`src/rtl/core/ttt_pkg.sv`:
```
// Shared definitions for the time-triggered task table: operation and result codes,
// parameter defaults and the command word passed from the front end to the slot engine.
// No dependencies.
package ttt_pkg;

   localparam int DEF_TASK_SLOTS = 16;
   localparam int DEF_COUNT_BITS = 16;
   localparam int DEF_RUN_BITS   = 8;

   // Request operation codes.
   localparam logic [1:0] OP_ADD      = 2'd0;
   localparam logic [1:0] OP_DELETE   = 2'd1;
   localparam logic [1:0] OP_TICK     = 2'd2;
   localparam logic [1:0] OP_DISPATCH = 2'd3;

   // Response kind codes.
   localparam logic [1:0] KIND_ASSIGNED = 2'd0;
   localparam logic [1:0] KIND_FULL     = 2'd1;
   localparam logic [1:0] KIND_RUN      = 2'd2;

   // One classified request as it sits in the command queue.
   typedef struct packed {
      logic [1:0]  op;
      logic [3:0]  slot;
      logic        del_ok;
      logic [15:0] period;
      logic [15:0] delay;
   } ttt_cmd_type;

endpackage

```
`src/rtl/core/time_triggered_task_table.sv`:
```
// Time-triggered task table, top level.
// Request channel (req_*): one request is add, delete, tick or dispatch, selected by tuser.
// Response channel (rsp_*): add gives one response (slot assigned or table full),
// dispatch gives one run response per slot that owes a run, in slot order, with tlast
// on the final one; delete and tick give none.
// A delete completes as the slot engine takes it from the queue. An add leaves the
// queue, then walks the valid bits from slot 0 until it finds a free slot, or answers
// table full at the last slot. Tick and dispatch visit every slot through the table
// memory, reading one slot while the previous one is written back.
// The first response appears in the cycle after the engine decides it, from a register.
// A two-entry command queue lets requests be taken while the engine is busy.
// Reset clears all slot valid bits at once, so the table reads as empty right away;
// no clearing pass is needed.
// When the receiver stalls, the response register holds and the engine pauses on the
// slot that needs to respond; requests keep queuing until the queue fills.
// Depends on ttt_pkg, ttt_front and ttt_back.
module time_triggered_task_table #(
   parameter int TASK_SLOTS = ttt_pkg::DEF_TASK_SLOTS,
   parameter int COUNT_BITS = ttt_pkg::DEF_COUNT_BITS,
   parameter int RUN_BITS   = ttt_pkg::DEF_RUN_BITS
) (
   input  logic        clock,
   input  logic        reset,
   input  logic        req_tvalid,
   output logic        req_tready,
   input  logic [39:0] req_tdata,   // slot[3:0], period[19:4], delay[35:20], zero fill
   input  logic [1:0]  req_tuser,   // op[1:0]
   output logic        rsp_tvalid,
   input  logic        rsp_tready,
   output logic [7:0]  rsp_tdata,   // task_slot[3:0], zero fill
   output logic [1:0]  rsp_tuser,   // kind[1:0]
   output logic        rsp_tlast
);
   import ttt_pkg::*;

   logic        cmd_valid;
   ttt_cmd_type cmd;
   logic        cmd_pop;
   logic [3:0]  rsp_slot;

   ttt_front #(
      .TASK_SLOTS(TASK_SLOTS)
   ) u_front (
      .clock      (clock),
      .reset      (reset),
      .req_tvalid (req_tvalid),
      .req_tready (req_tready),
      .req_tdata  (req_tdata[35:0]),
      .req_tuser  (req_tuser),
      .cmd_valid  (cmd_valid),
      .cmd        (cmd),
      .cmd_pop    (cmd_pop)
   );

   ttt_back #(
      .TASK_SLOTS(TASK_SLOTS),
      .COUNT_BITS(COUNT_BITS),
      .RUN_BITS  (RUN_BITS)
   ) u_back (
      .clock      (clock),
      .reset      (reset),
      .cmd_valid  (cmd_valid),
      .cmd        (cmd),
      .cmd_pop    (cmd_pop),
      .rsp_tvalid (rsp_tvalid),
      .rsp_kind   (rsp_tuser),
      .rsp_slot   (rsp_slot),
      .rsp_last   (rsp_tlast),
      .rsp_tready (rsp_tready)
   );

   assign rsp_tdata = {4'd0, rsp_slot};

endmodule

```
`src/rtl/core/ttt_front.sv`:
```
// Request front end: accepts requests, classifies them and holds them in a two-entry
// command queue until the slot engine takes them. Depends on ttt_pkg.
module ttt_front #(
   parameter int TASK_SLOTS = ttt_pkg::DEF_TASK_SLOTS
) (
   input  logic                clock,
   input  logic                reset,
   input  logic                req_tvalid,
   output logic                req_tready,
   input  logic [35:0]         req_tdata,   // slot[3:0], period[19:4], delay[35:20]
   input  logic [1:0]          req_tuser,   // op[1:0]
   output logic                cmd_valid,
   output ttt_pkg::ttt_cmd_type cmd,
   input  logic                cmd_pop
);
   import ttt_pkg::*;

   localparam int QDEPTH = 2;

   ttt_cmd_type   q_ff [QDEPTH];
   logic          wr_ptr_ff, wr_ptr_in;
   logic          rd_ptr_ff, rd_ptr_in;
   logic [1:0]    count_ff, count_in;
   ttt_cmd_type   new_cmd;
   logic [31:0]   slot_w;
   logic          push;
   logic          pop;

   always_comb begin
      slot_w         = 32'(req_tdata[3:0]);
      new_cmd.op     = req_tuser;
      new_cmd.slot   = req_tdata[3:0];
      new_cmd.del_ok = (slot_w < 32'(TASK_SLOTS));
      new_cmd.period = req_tdata[19:4];
      new_cmd.delay  = req_tdata[35:20];
   end

   assign req_tready = (count_ff != 2'(QDEPTH));
   assign push       = req_tvalid && req_tready;
   assign cmd_valid  = (count_ff != 2'd0);
   assign pop        = cmd_pop && cmd_valid;
   assign cmd        = q_ff[rd_ptr_ff];

   always_comb begin
      wr_ptr_in = push ? ~wr_ptr_ff : wr_ptr_ff;
      rd_ptr_in = pop ? ~rd_ptr_ff : rd_ptr_ff;
      count_in  = count_ff + 2'(push) - 2'(pop);
   end

   always_ff @(posedge clock) begin
      if (reset) begin
         wr_ptr_ff <= 1'b0;
         rd_ptr_ff <= 1'b0;
         count_ff  <= 2'd0;
      end else begin
         wr_ptr_ff <= wr_ptr_in;
         rd_ptr_ff <= rd_ptr_in;
         count_ff  <= count_in;
      end
   end

   always_ff @(posedge clock) begin
      if (push) begin
         q_ff[wr_ptr_ff] <= new_cmd;
      end
   end

endmodule

```
`src/rtl/core/ttt_back.sv`:
```
// Slot engine: owns the slot table and carries out add, delete, tick and dispatch one
// slot per cycle unless the response stage stalls, with a registered response stage. Depends on ttt_pkg.
module ttt_back #(
   parameter int TASK_SLOTS = ttt_pkg::DEF_TASK_SLOTS,
   parameter int COUNT_BITS = ttt_pkg::DEF_COUNT_BITS,
   parameter int RUN_BITS   = ttt_pkg::DEF_RUN_BITS
) (
   input  logic                 clock,
   input  logic                 reset,
   input  logic                 cmd_valid,
   input  ttt_pkg::ttt_cmd_type cmd,
   output logic                 cmd_pop,
   output logic                 rsp_tvalid,
   output logic [1:0]           rsp_kind,
   output logic [3:0]           rsp_slot,
   output logic                 rsp_last,
   input  logic                 rsp_tready
);
   import ttt_pkg::*;

   localparam int IDX_BITS   = (TASK_SLOTS > 1) ? $clog2(TASK_SLOTS) : 1;
   localparam int CNT_BITS   = $clog2(TASK_SLOTS + 1);
   localparam int ENTRY_BITS = RUN_BITS + 2 * COUNT_BITS;
   localparam logic [RUN_BITS-1:0] RUN_MAX  = '1;
   localparam logic [CNT_BITS-1:0] SLOT_END = CNT_BITS'(TASK_SLOTS);
   localparam logic [IDX_BITS-1:0] LAST_IDX = IDX_BITS'(TASK_SLOTS - 1);

   localparam logic [1:0] ST_IDLE  = 2'd0;
   localparam logic [1:0] ST_ADD   = 2'd1;
   localparam logic [1:0] ST_WALK  = 2'd2;
   localparam logic [1:0] ST_FLUSH = 2'd3;

   // Entry layout: {pending runs, reload period, countdown}.
   logic [ENTRY_BITS-1:0]  slot_mem [TASK_SLOTS];
   logic [ENTRY_BITS-1:0]  rd_data_ff;

   logic [1:0]             state_ff, state_in;
   logic [1:0]             op_ff, op_in;
   logic [COUNT_BITS-1:0]  per_ff, per_in;
   logic [COUNT_BITS-1:0]  dly_ff, dly_in;
   logic [CNT_BITS-1:0]    cnt_ff, cnt_in;
   logic                   s1_vld_ff, s1_vld_in;
   logic [IDX_BITS-1:0]    s1_idx_ff, s1_idx_in;
   logic [TASK_SLOTS-1:0]  valid_ff, valid_in;
   logic                   held_vld_ff, held_vld_in;
   logic [IDX_BITS-1:0]    held_idx_ff, held_idx_in;
   logic                   rsp_vld_ff, rsp_vld_in;
   logic [1:0]             rsp_kind_ff, rsp_kind_in;
   logic [3:0]             rsp_slot_ff, rsp_slot_in;
   logic                   rsp_last_ff, rsp_last_in;

   logic [IDX_BITS-1:0]    cnt_idx;
   logic [31:0]            per_w, dly_w, del_w, push_w;
   logic [IDX_BITS-1:0]    del_idx;
   logic [ENTRY_BITS-1:0]  ent;
   logic [COUNT_BITS-1:0]  e_cnt, e_per;
   logic [RUN_BITS-1:0]    e_run;
   logic                   has_run;
   logic [ENTRY_BITS-1:0]  tick_entry, disp_entry;
   logic                   push_ok, stall;
   logic                   push, push_last;
   logic [1:0]             push_kind;
   logic [IDX_BITS-1:0]    push_idx;
   logic                   mem_we, rd_en;
   logic [IDX_BITS-1:0]    mem_waddr;
   logic [ENTRY_BITS-1:0]  mem_wdata;

   always_comb begin
      cnt_idx = cnt_ff[IDX_BITS-1:0];
      per_w   = 32'(cmd.period);
      dly_w   = 32'(cmd.delay);
      del_w   = 32'(cmd.slot);
      del_idx = del_w[IDX_BITS-1:0];

      // A slot that is not valid reads as all zero.
      ent     = valid_ff[s1_idx_ff] ? rd_data_ff : '0;
      e_cnt   = ent[COUNT_BITS-1:0];
      e_per   = ent[2*COUNT_BITS-1:COUNT_BITS];
      e_run   = ent[ENTRY_BITS-1:2*COUNT_BITS];
      has_run = (e_run != '0);

      if (e_cnt == '0) begin
         tick_entry = {((e_run != RUN_MAX) ? e_run + RUN_BITS'(1) : e_run), e_per, e_per};
      end else begin
         tick_entry = {e_run, e_per, e_cnt - COUNT_BITS'(1)};
      end
      disp_entry = {e_run - RUN_BITS'(1), e_per, e_cnt};

      push_ok = !rsp_vld_ff || rsp_tready;
      // Dispatch holds one found slot back so that the final response can carry last.
      stall   = s1_vld_ff && (op_ff == OP_DISPATCH) && has_run && held_vld_ff && !push_ok;
   end

   always_comb begin
      state_in    = state_ff;
      op_in       = op_ff;
      per_in      = per_ff;
      dly_in      = dly_ff;
      cnt_in      = cnt_ff;
      s1_vld_in   = s1_vld_ff;
      s1_idx_in   = s1_idx_ff;
      valid_in    = valid_ff;
      held_vld_in = held_vld_ff;
      held_idx_in = held_idx_ff;
      cmd_pop     = 1'b0;
      push        = 1'b0;
      push_kind   = KIND_RUN;
      push_idx    = held_idx_ff;
      push_last   = 1'b0;
      mem_we      = 1'b0;
      mem_waddr   = s1_idx_ff;
      mem_wdata   = tick_entry;
      rd_en       = 1'b0;

      unique case (state_ff)
         ST_IDLE: begin
            if (cmd_valid) begin
               cmd_pop     = 1'b1;
               op_in       = cmd.op;
               per_in      = per_w[COUNT_BITS-1:0];
               dly_in      = dly_w[COUNT_BITS-1:0];
               cnt_in      = '0;
               s1_vld_in   = 1'b0;
               held_vld_in = 1'b0;
               unique case (cmd.op)
                  OP_ADD: begin
                     state_in = ST_ADD;
                  end
                  OP_DELETE: begin
                     if (cmd.del_ok) begin
                        valid_in[del_idx] = 1'b0;
                     end
                  end
                  OP_TICK, OP_DISPATCH: begin
                     state_in = ST_WALK;
                  end
                  default: begin
                     state_in = ST_IDLE;
                  end
               endcase
            end
         end
         ST_ADD: begin
            if (!valid_ff[cnt_idx]) begin
               if (push_ok) begin
                  mem_we            = 1'b1;
                  mem_waddr         = cnt_idx;
                  mem_wdata         = {{RUN_BITS{1'b0}}, per_ff, dly_ff};
                  valid_in[cnt_idx] = 1'b1;
                  push              = 1'b1;
                  push_kind         = KIND_ASSIGNED;
                  push_idx          = cnt_idx;
                  push_last         = 1'b1;
                  state_in          = ST_IDLE;
               end
            end else if (cnt_idx == LAST_IDX) begin
               if (push_ok) begin
                  push      = 1'b1;
                  push_kind = KIND_FULL;
                  push_idx  = '0;
                  push_last = 1'b1;
                  state_in  = ST_IDLE;
               end
            end else begin
               cnt_in = cnt_ff + CNT_BITS'(1);
            end
         end
         ST_WALK: begin
            if (!stall) begin
               // Read the next slot while the previous one is updated.
               if (cnt_ff != SLOT_END) begin
                  rd_en     = 1'b1;
                  s1_vld_in = 1'b1;
                  s1_idx_in = cnt_idx;
                  cnt_in    = cnt_ff + CNT_BITS'(1);
               end else begin
                  s1_vld_in = 1'b0;
               end
               if (s1_vld_ff) begin
                  if (op_ff == OP_TICK) begin
                     if (valid_ff[s1_idx_ff]) begin
                        mem_we    = 1'b1;
                        mem_wdata = tick_entry;
                     end
                  end else if (has_run) begin
                     mem_we    = 1'b1;
                     mem_wdata = disp_entry;
                     if (e_per == '0) begin
                        valid_in[s1_idx_ff] = 1'b0;
                     end
                     if (held_vld_ff) begin
                        push = 1'b1;
                     end
                     held_vld_in = 1'b1;
                     held_idx_in = s1_idx_ff;
                  end
               end
               if ((cnt_ff == SLOT_END) && !s1_vld_ff) begin
                  state_in = (op_ff == OP_DISPATCH) ? ST_FLUSH : ST_IDLE;
               end
            end
         end
         ST_FLUSH: begin
            if (!held_vld_ff) begin
               state_in = ST_IDLE;
            end else if (push_ok) begin
               push        = 1'b1;
               push_last   = 1'b1;
               held_vld_in = 1'b0;
               state_in    = ST_IDLE;
            end
         end
         default: begin
            state_in = ST_IDLE;
         end
      endcase
   end

   always_comb begin
      push_w      = 32'(push_idx);
      rsp_vld_in  = rsp_vld_ff;
      rsp_kind_in = rsp_kind_ff;
      rsp_slot_in = rsp_slot_ff;
      rsp_last_in = rsp_last_ff;
      if (push) begin
         rsp_vld_in  = 1'b1;
         rsp_kind_in = push_kind;
         rsp_slot_in = push_w[3:0];
         rsp_last_in = push_last;
      end else if (rsp_tready) begin
         rsp_vld_in = 1'b0;
      end
   end

   always_ff @(posedge clock) begin
      if (reset) begin
         state_ff    <= ST_IDLE;
         s1_vld_ff   <= 1'b0;
         valid_ff    <= '0;
         held_vld_ff <= 1'b0;
         rsp_vld_ff  <= 1'b0;
      end else begin
         state_ff    <= state_in;
         s1_vld_ff   <= s1_vld_in;
         valid_ff    <= valid_in;
         held_vld_ff <= held_vld_in;
         rsp_vld_ff  <= rsp_vld_in;
      end
   end

   always_ff @(posedge clock) begin
      op_ff       <= op_in;
      per_ff      <= per_in;
      dly_ff      <= dly_in;
      cnt_ff      <= cnt_in;
      s1_idx_ff   <= s1_idx_in;
      held_idx_ff <= held_idx_in;
      rsp_kind_ff <= rsp_kind_in;
      rsp_slot_ff <= rsp_slot_in;
      rsp_last_ff <= rsp_last_in;
   end

   always_ff @(posedge clock) begin
      if (mem_we) begin
         slot_mem[mem_waddr] <= mem_wdata;
      end
      if (rd_en) begin
         rd_data_ff <= slot_mem[cnt_idx];
      end
   end

   assign rsp_tvalid = rsp_vld_ff;
   assign rsp_kind   = rsp_kind_ff;
   assign rsp_slot   = rsp_slot_ff;
   assign rsp_last   = rsp_last_ff;

endmodule

```
`config.mk`:
```
export PLATFORM = sky130hd
export DESIGN_NAME = time_triggered_task_table
export DESIGN_NICKNAME = d
export VERILOG_FILES = /design/src/rtl/core/ttt_pkg.sv /design/src/rtl/core/time_triggered_task_table.sv /design/src/rtl/core/ttt_front.sv /design/src/rtl/core/ttt_back.sv
export SDC_FILE = /design/constraint.sdc
export NUM_CORES = 1
export LEC_CHECK = 0
export BUFFER_PORTS_ARGS = -buffer_cell sky130_fd_sc_hd__buf_4
export CAP_MARGIN = 20
export CORE_MARGIN = 4
export CORE_UTILIZATION = 65
export CTS_BUF_LIST = sky130_fd_sc_hd__clkbuf_16
export CTS_CLUSTER_DIAMETER = 50
export DETAILED_ROUTE_END_ITERATION = 10
export PLACE_DENSITY = 0.82
export SYNTH_ARGS = -nofsm -noshare
export SYNTH_HDL_FRONTEND = slang
export SYNTH_HIERARCHICAL = 1
export SYNTH_SLANG_ARGS = --single-unit
export TNS_END_PERCENT = 50
```
`constraint.sdc`:
```
create_clock -name clock -period 12.54 [get_ports clock]
set_input_delay 2.508 -clock clock [delete_from_list [all_inputs] [get_ports clock]]
set_output_delay 2.508 -clock clock [all_outputs]
set_load 0.02 [all_outputs]
```
==> results.cfg <==
[worst_setup_path]
arrival_ns = 5.82
end_kind = flip-flop
cpPeakStageDelay_ns = 0.82
ff2ff_path_depth = 13
crit_family = simple AND/OR/NAND/NOR gates
r2r_start = u_back/s1_idx_ff[0]
path_cells = mux2i_1 -> a22o_1 -> nor3_2 -> or2_1 -> buf_4 -> nand2_1 -> ha_1 -> or2_1 -> a31oi_1 -> o21ai_1 -> or2_2 -> nor2_4 -> buf_4
cp_slowest_cell = edfxtp_1
start_kind = flip-flop
path_max_fanout = 29
reg2reg_to = u_back/slot_mem[2][29]
cp.required_ns = 12.79
r2r_setup_slack_ns = 6.97
crit_type = reg -> reg
critPathBufInv = 2

[power]
power_density_nw_per_um2 = 225
ir_drop_mv = 0.162
power_mw = 8.43
leakagePower_nw = 12.1

[timing]
setup_tns_ns = 0
layout_setup_ws_ns = 6.97
clock_skew_ns = 0.0291
rsz0062_at_grt = false
finalCriticalPeriod_ns = 5.57
fin_crit_sh = 0.444
finalSetupViolCount = 0
tightest_slew_ns = 1.15
relSlewSlack = 0.227
clock.fmax_ghz = 0.180
maxSlewViolCount = 0
hold_viol = 0

[floorplanning]
initial_utilization = 0.662
die-area_um2 = 55200
rows = 82
core_um2 = 50600
fp.dieW_um = 235
die_h_um = 235
io_pins = 59

[job]
drv_cap = 0

[placement]
portBuffers = 50
dp_hpwl_um = 43000
place_ws_ns = 6.39
gp_congestion = 0.893

[synthesis]
synth-main-ff-cell = edfxtp_1
synth_cell_types = 72
synthCells = 1674
ys_warn_count = 6
synth_edf_count = 810
syn_area_um2 = 33500
syn-mean-instance-area_um2 = 20.0
synth-seq-area-share = 0.742
yosys_register_bits = 836
synthArstFlopShare = 0

[final_layout]
fin_util = 0.741
nets = 1838
drive_gt1_frac = 0.276
area_delta_synth_final_pct = 11.9

[routing]
routedWlPerCell_um = 33.1
drt_first_pass_iters = 6
vias = 18100
vias_per_cell = 7.19
drcViolationCount = 0
ant_nets = 0
drt-initial-drc-count = 3076
finalWirelength_um = 83400

[clock_tree]
numCtsBuffers = 83
cts_max_path_buffers = 3
post_cts_buffers = 0
path_clk_slew_ns = 0.06
holdBufCountCts = 0
cts_root_buffer = clkbuf_16
cts.repair.resized = 0
tritoncts = built
htreeDepth = 3
cts_sinks = 836
worstSkewPairLatency_ns = 0.64

[grt]
use_met3 = 0.0587
grt_max_degree = 163
use_met2 = 0.489
grt_use_total = 0.303
grt-ovfl-total = 0
grt_use_met1 = 0.417
grt_pass1_wl_um = 123000
grt-busiest-layer = met2
antenna_found_initial = 1
first_global_vias = 18100

[hold_path]
min_to = u_back/valid_ff[10]
hold_depth = 2
hp-start = u_back/valid_ff[10]
hold_path_class = reg -> reg

[status]
status = completed
==> placed cells by master (no fill, tap or decap), drive strengths merged, types with 4 or more instances in the layout <==
| master | instances |
|---|---|
| xor2 | 8 |
| nor2 | 54 |
| mux2 | 40 |
| conb | 5 |
| clkbuf | 87 |
| a21boi | 4 |
| nor3b | 6 |
| a32o | 7 |
| a22oi | 20 |
| ha | 14 |
| edfxtp | 810 |
| mux4 | 204 |
| and2 | 9 |
| inv | 40 |
| bufinv | 4 |
| nand4 | 11 |
| buf | 109 |
| or2 | 6 |
| or3 | 4 |
| a21o | 4 |
| a22o | 24 |
| nor4 | 8 |
| o21ai | 46 |
| nand3 | 15 |
| nor3 | 31 |
| nand2 | 56 |
| o221ai | 4 |
| nor2b | 22 |
| dfxtp | 26 |
| a31oi | 16 |
| xnor2 | 9 |
| clkinv | 36 |
| a21oi | 41 |
| mux2i | 13 |
| and3 | 7 |
| nand2b | 9 |
==> cell usage after synthesis, drive strengths merged, types with 9 or more instances <==
cell / instances / share of area
a22o: 24 / 0.0063
a22oi: 20 / 0.0045
mux2i: 13 / 0.0039
buf: 45 / 0.0077
edfxtp: 810 / 0.73
ha: 14 / 0.0052
nand3: 15 / 0.0024
dfxtp: 26 / 0.016
nand2: 56 / 0.0064
inv: 15 / 0.0017
a31oi: 16 / 0.0030
xnor2: 9 / 0.0024
a21oi: 41 / 0.0062
nand4: 11 / 0.0021
nor3: 31 / 0.0049
clkbuf: 48 / 0.0055
mux4: 204 / 0.14
nand2b: 9 / 0.0018
nor2b: 22 / 0.0041
mux2: 40 / 0.016
o21ai: 46 / 0.0069
nor2: 54 / 0.0061
and2: 9 / 0.0017
==> registers in the layout (all words and copies together), names as in the netlist, 5 cells and up, named ones only <==
register	count
u_front/q_ff	76
u_back/rd_data_ff	40
u_back/cnt_ff	5
u_back/dly_ff	16
u_back/per_ff	16
u_back/valid_ff	16
u_back/slot_mem	640
==> stage by stage <==
step	std cells	instance area (um2)	hold WS, ns
final	2519	37500	0.499
after CTS	2511	37400	0.494
after global routing	2518	37500	0.507
after global placement	2356	34800	0.482
after detailed placement	2358	34800	0.484
after floorplan	1677	33500	0.451
==> power breakdown <==
group	switching, mW	leakage (nW)	internal, mW
registers	0.139	7.65	3.59
logic	1.36	3.03	0.943
clock network	1.06	1.37	1.35
total	2.56	12.1	5.88
==> cell type report <==
type | instances | area [um2]
Clock inverter | 66 | 449
Sequential cell | 836 | 24800
Timing Repair Buffer | 109 | 835
Antenna cell | 1 | 2.50
Tap cell | 672 | 841
Inverter | 16 | 60.1
Multi-Input combinational cell | 732 | 8260
Clock buffer | 87 | 2180
Fill cell | 2637 | 13100
==> how the worst max path moves through the flow <==
stage,startpoint,endpoint,slack (ns),cells past startpoint
floorplan,rsp_tready,u_back/slot_mem[4][0],5.53,8
global placement,rsp_tready,u_back/slot_mem[11][17],6.52,8
detailed placement,rsp_tready,u_back/slot_mem[11][17],6.39,8
CTS,u_back/s1_idx_ff[0],u_back/slot_mem[11][16],6.92,12
global route,u_back/s1_idx_ff[0],u_back/slot_mem[7][39],6.84,15
finish,u_back/s1_idx_ff[0],u_back/slot_mem[2][29],6.97,13
==> worst reg2reg max path, cell delays in order, from the launching register on <==
cell and delay, ns:
edfxtp_1 0.82, mux2i_1 0.18, a22o_1 0.31, nor3_2 0.36
or2_1 0.17, buf_4 0.28, nand2_1 0.17, ha_1 0.31
or2_1 0.35, a31oi_1 0.21, o21ai_1 0.33, or2_2 0.55
nor2_4 0.52, buf_4 0.61
==> kinds of logic after synthesis <==
kind of cell	synth area share
AO/OA/AOI/OAI	0.0390
AND/OR/NAND/NOR	0.0371
buffers and inverters	0.0150
adder cells (fa/ha/maj)	0.00523
other	0.000224
XOR/XNOR	0.00445
multiplexers	0.157
flip-flops	0.742
==> routing by layer <==
metal	routed length, um	vias to the layer above
met5	12	-
met4	3650	2
met3	8670	301
met1	29600	9251
met2	41500	1416
li1	-	7148
Note: power is estimated with default switching activity, not from simulation.
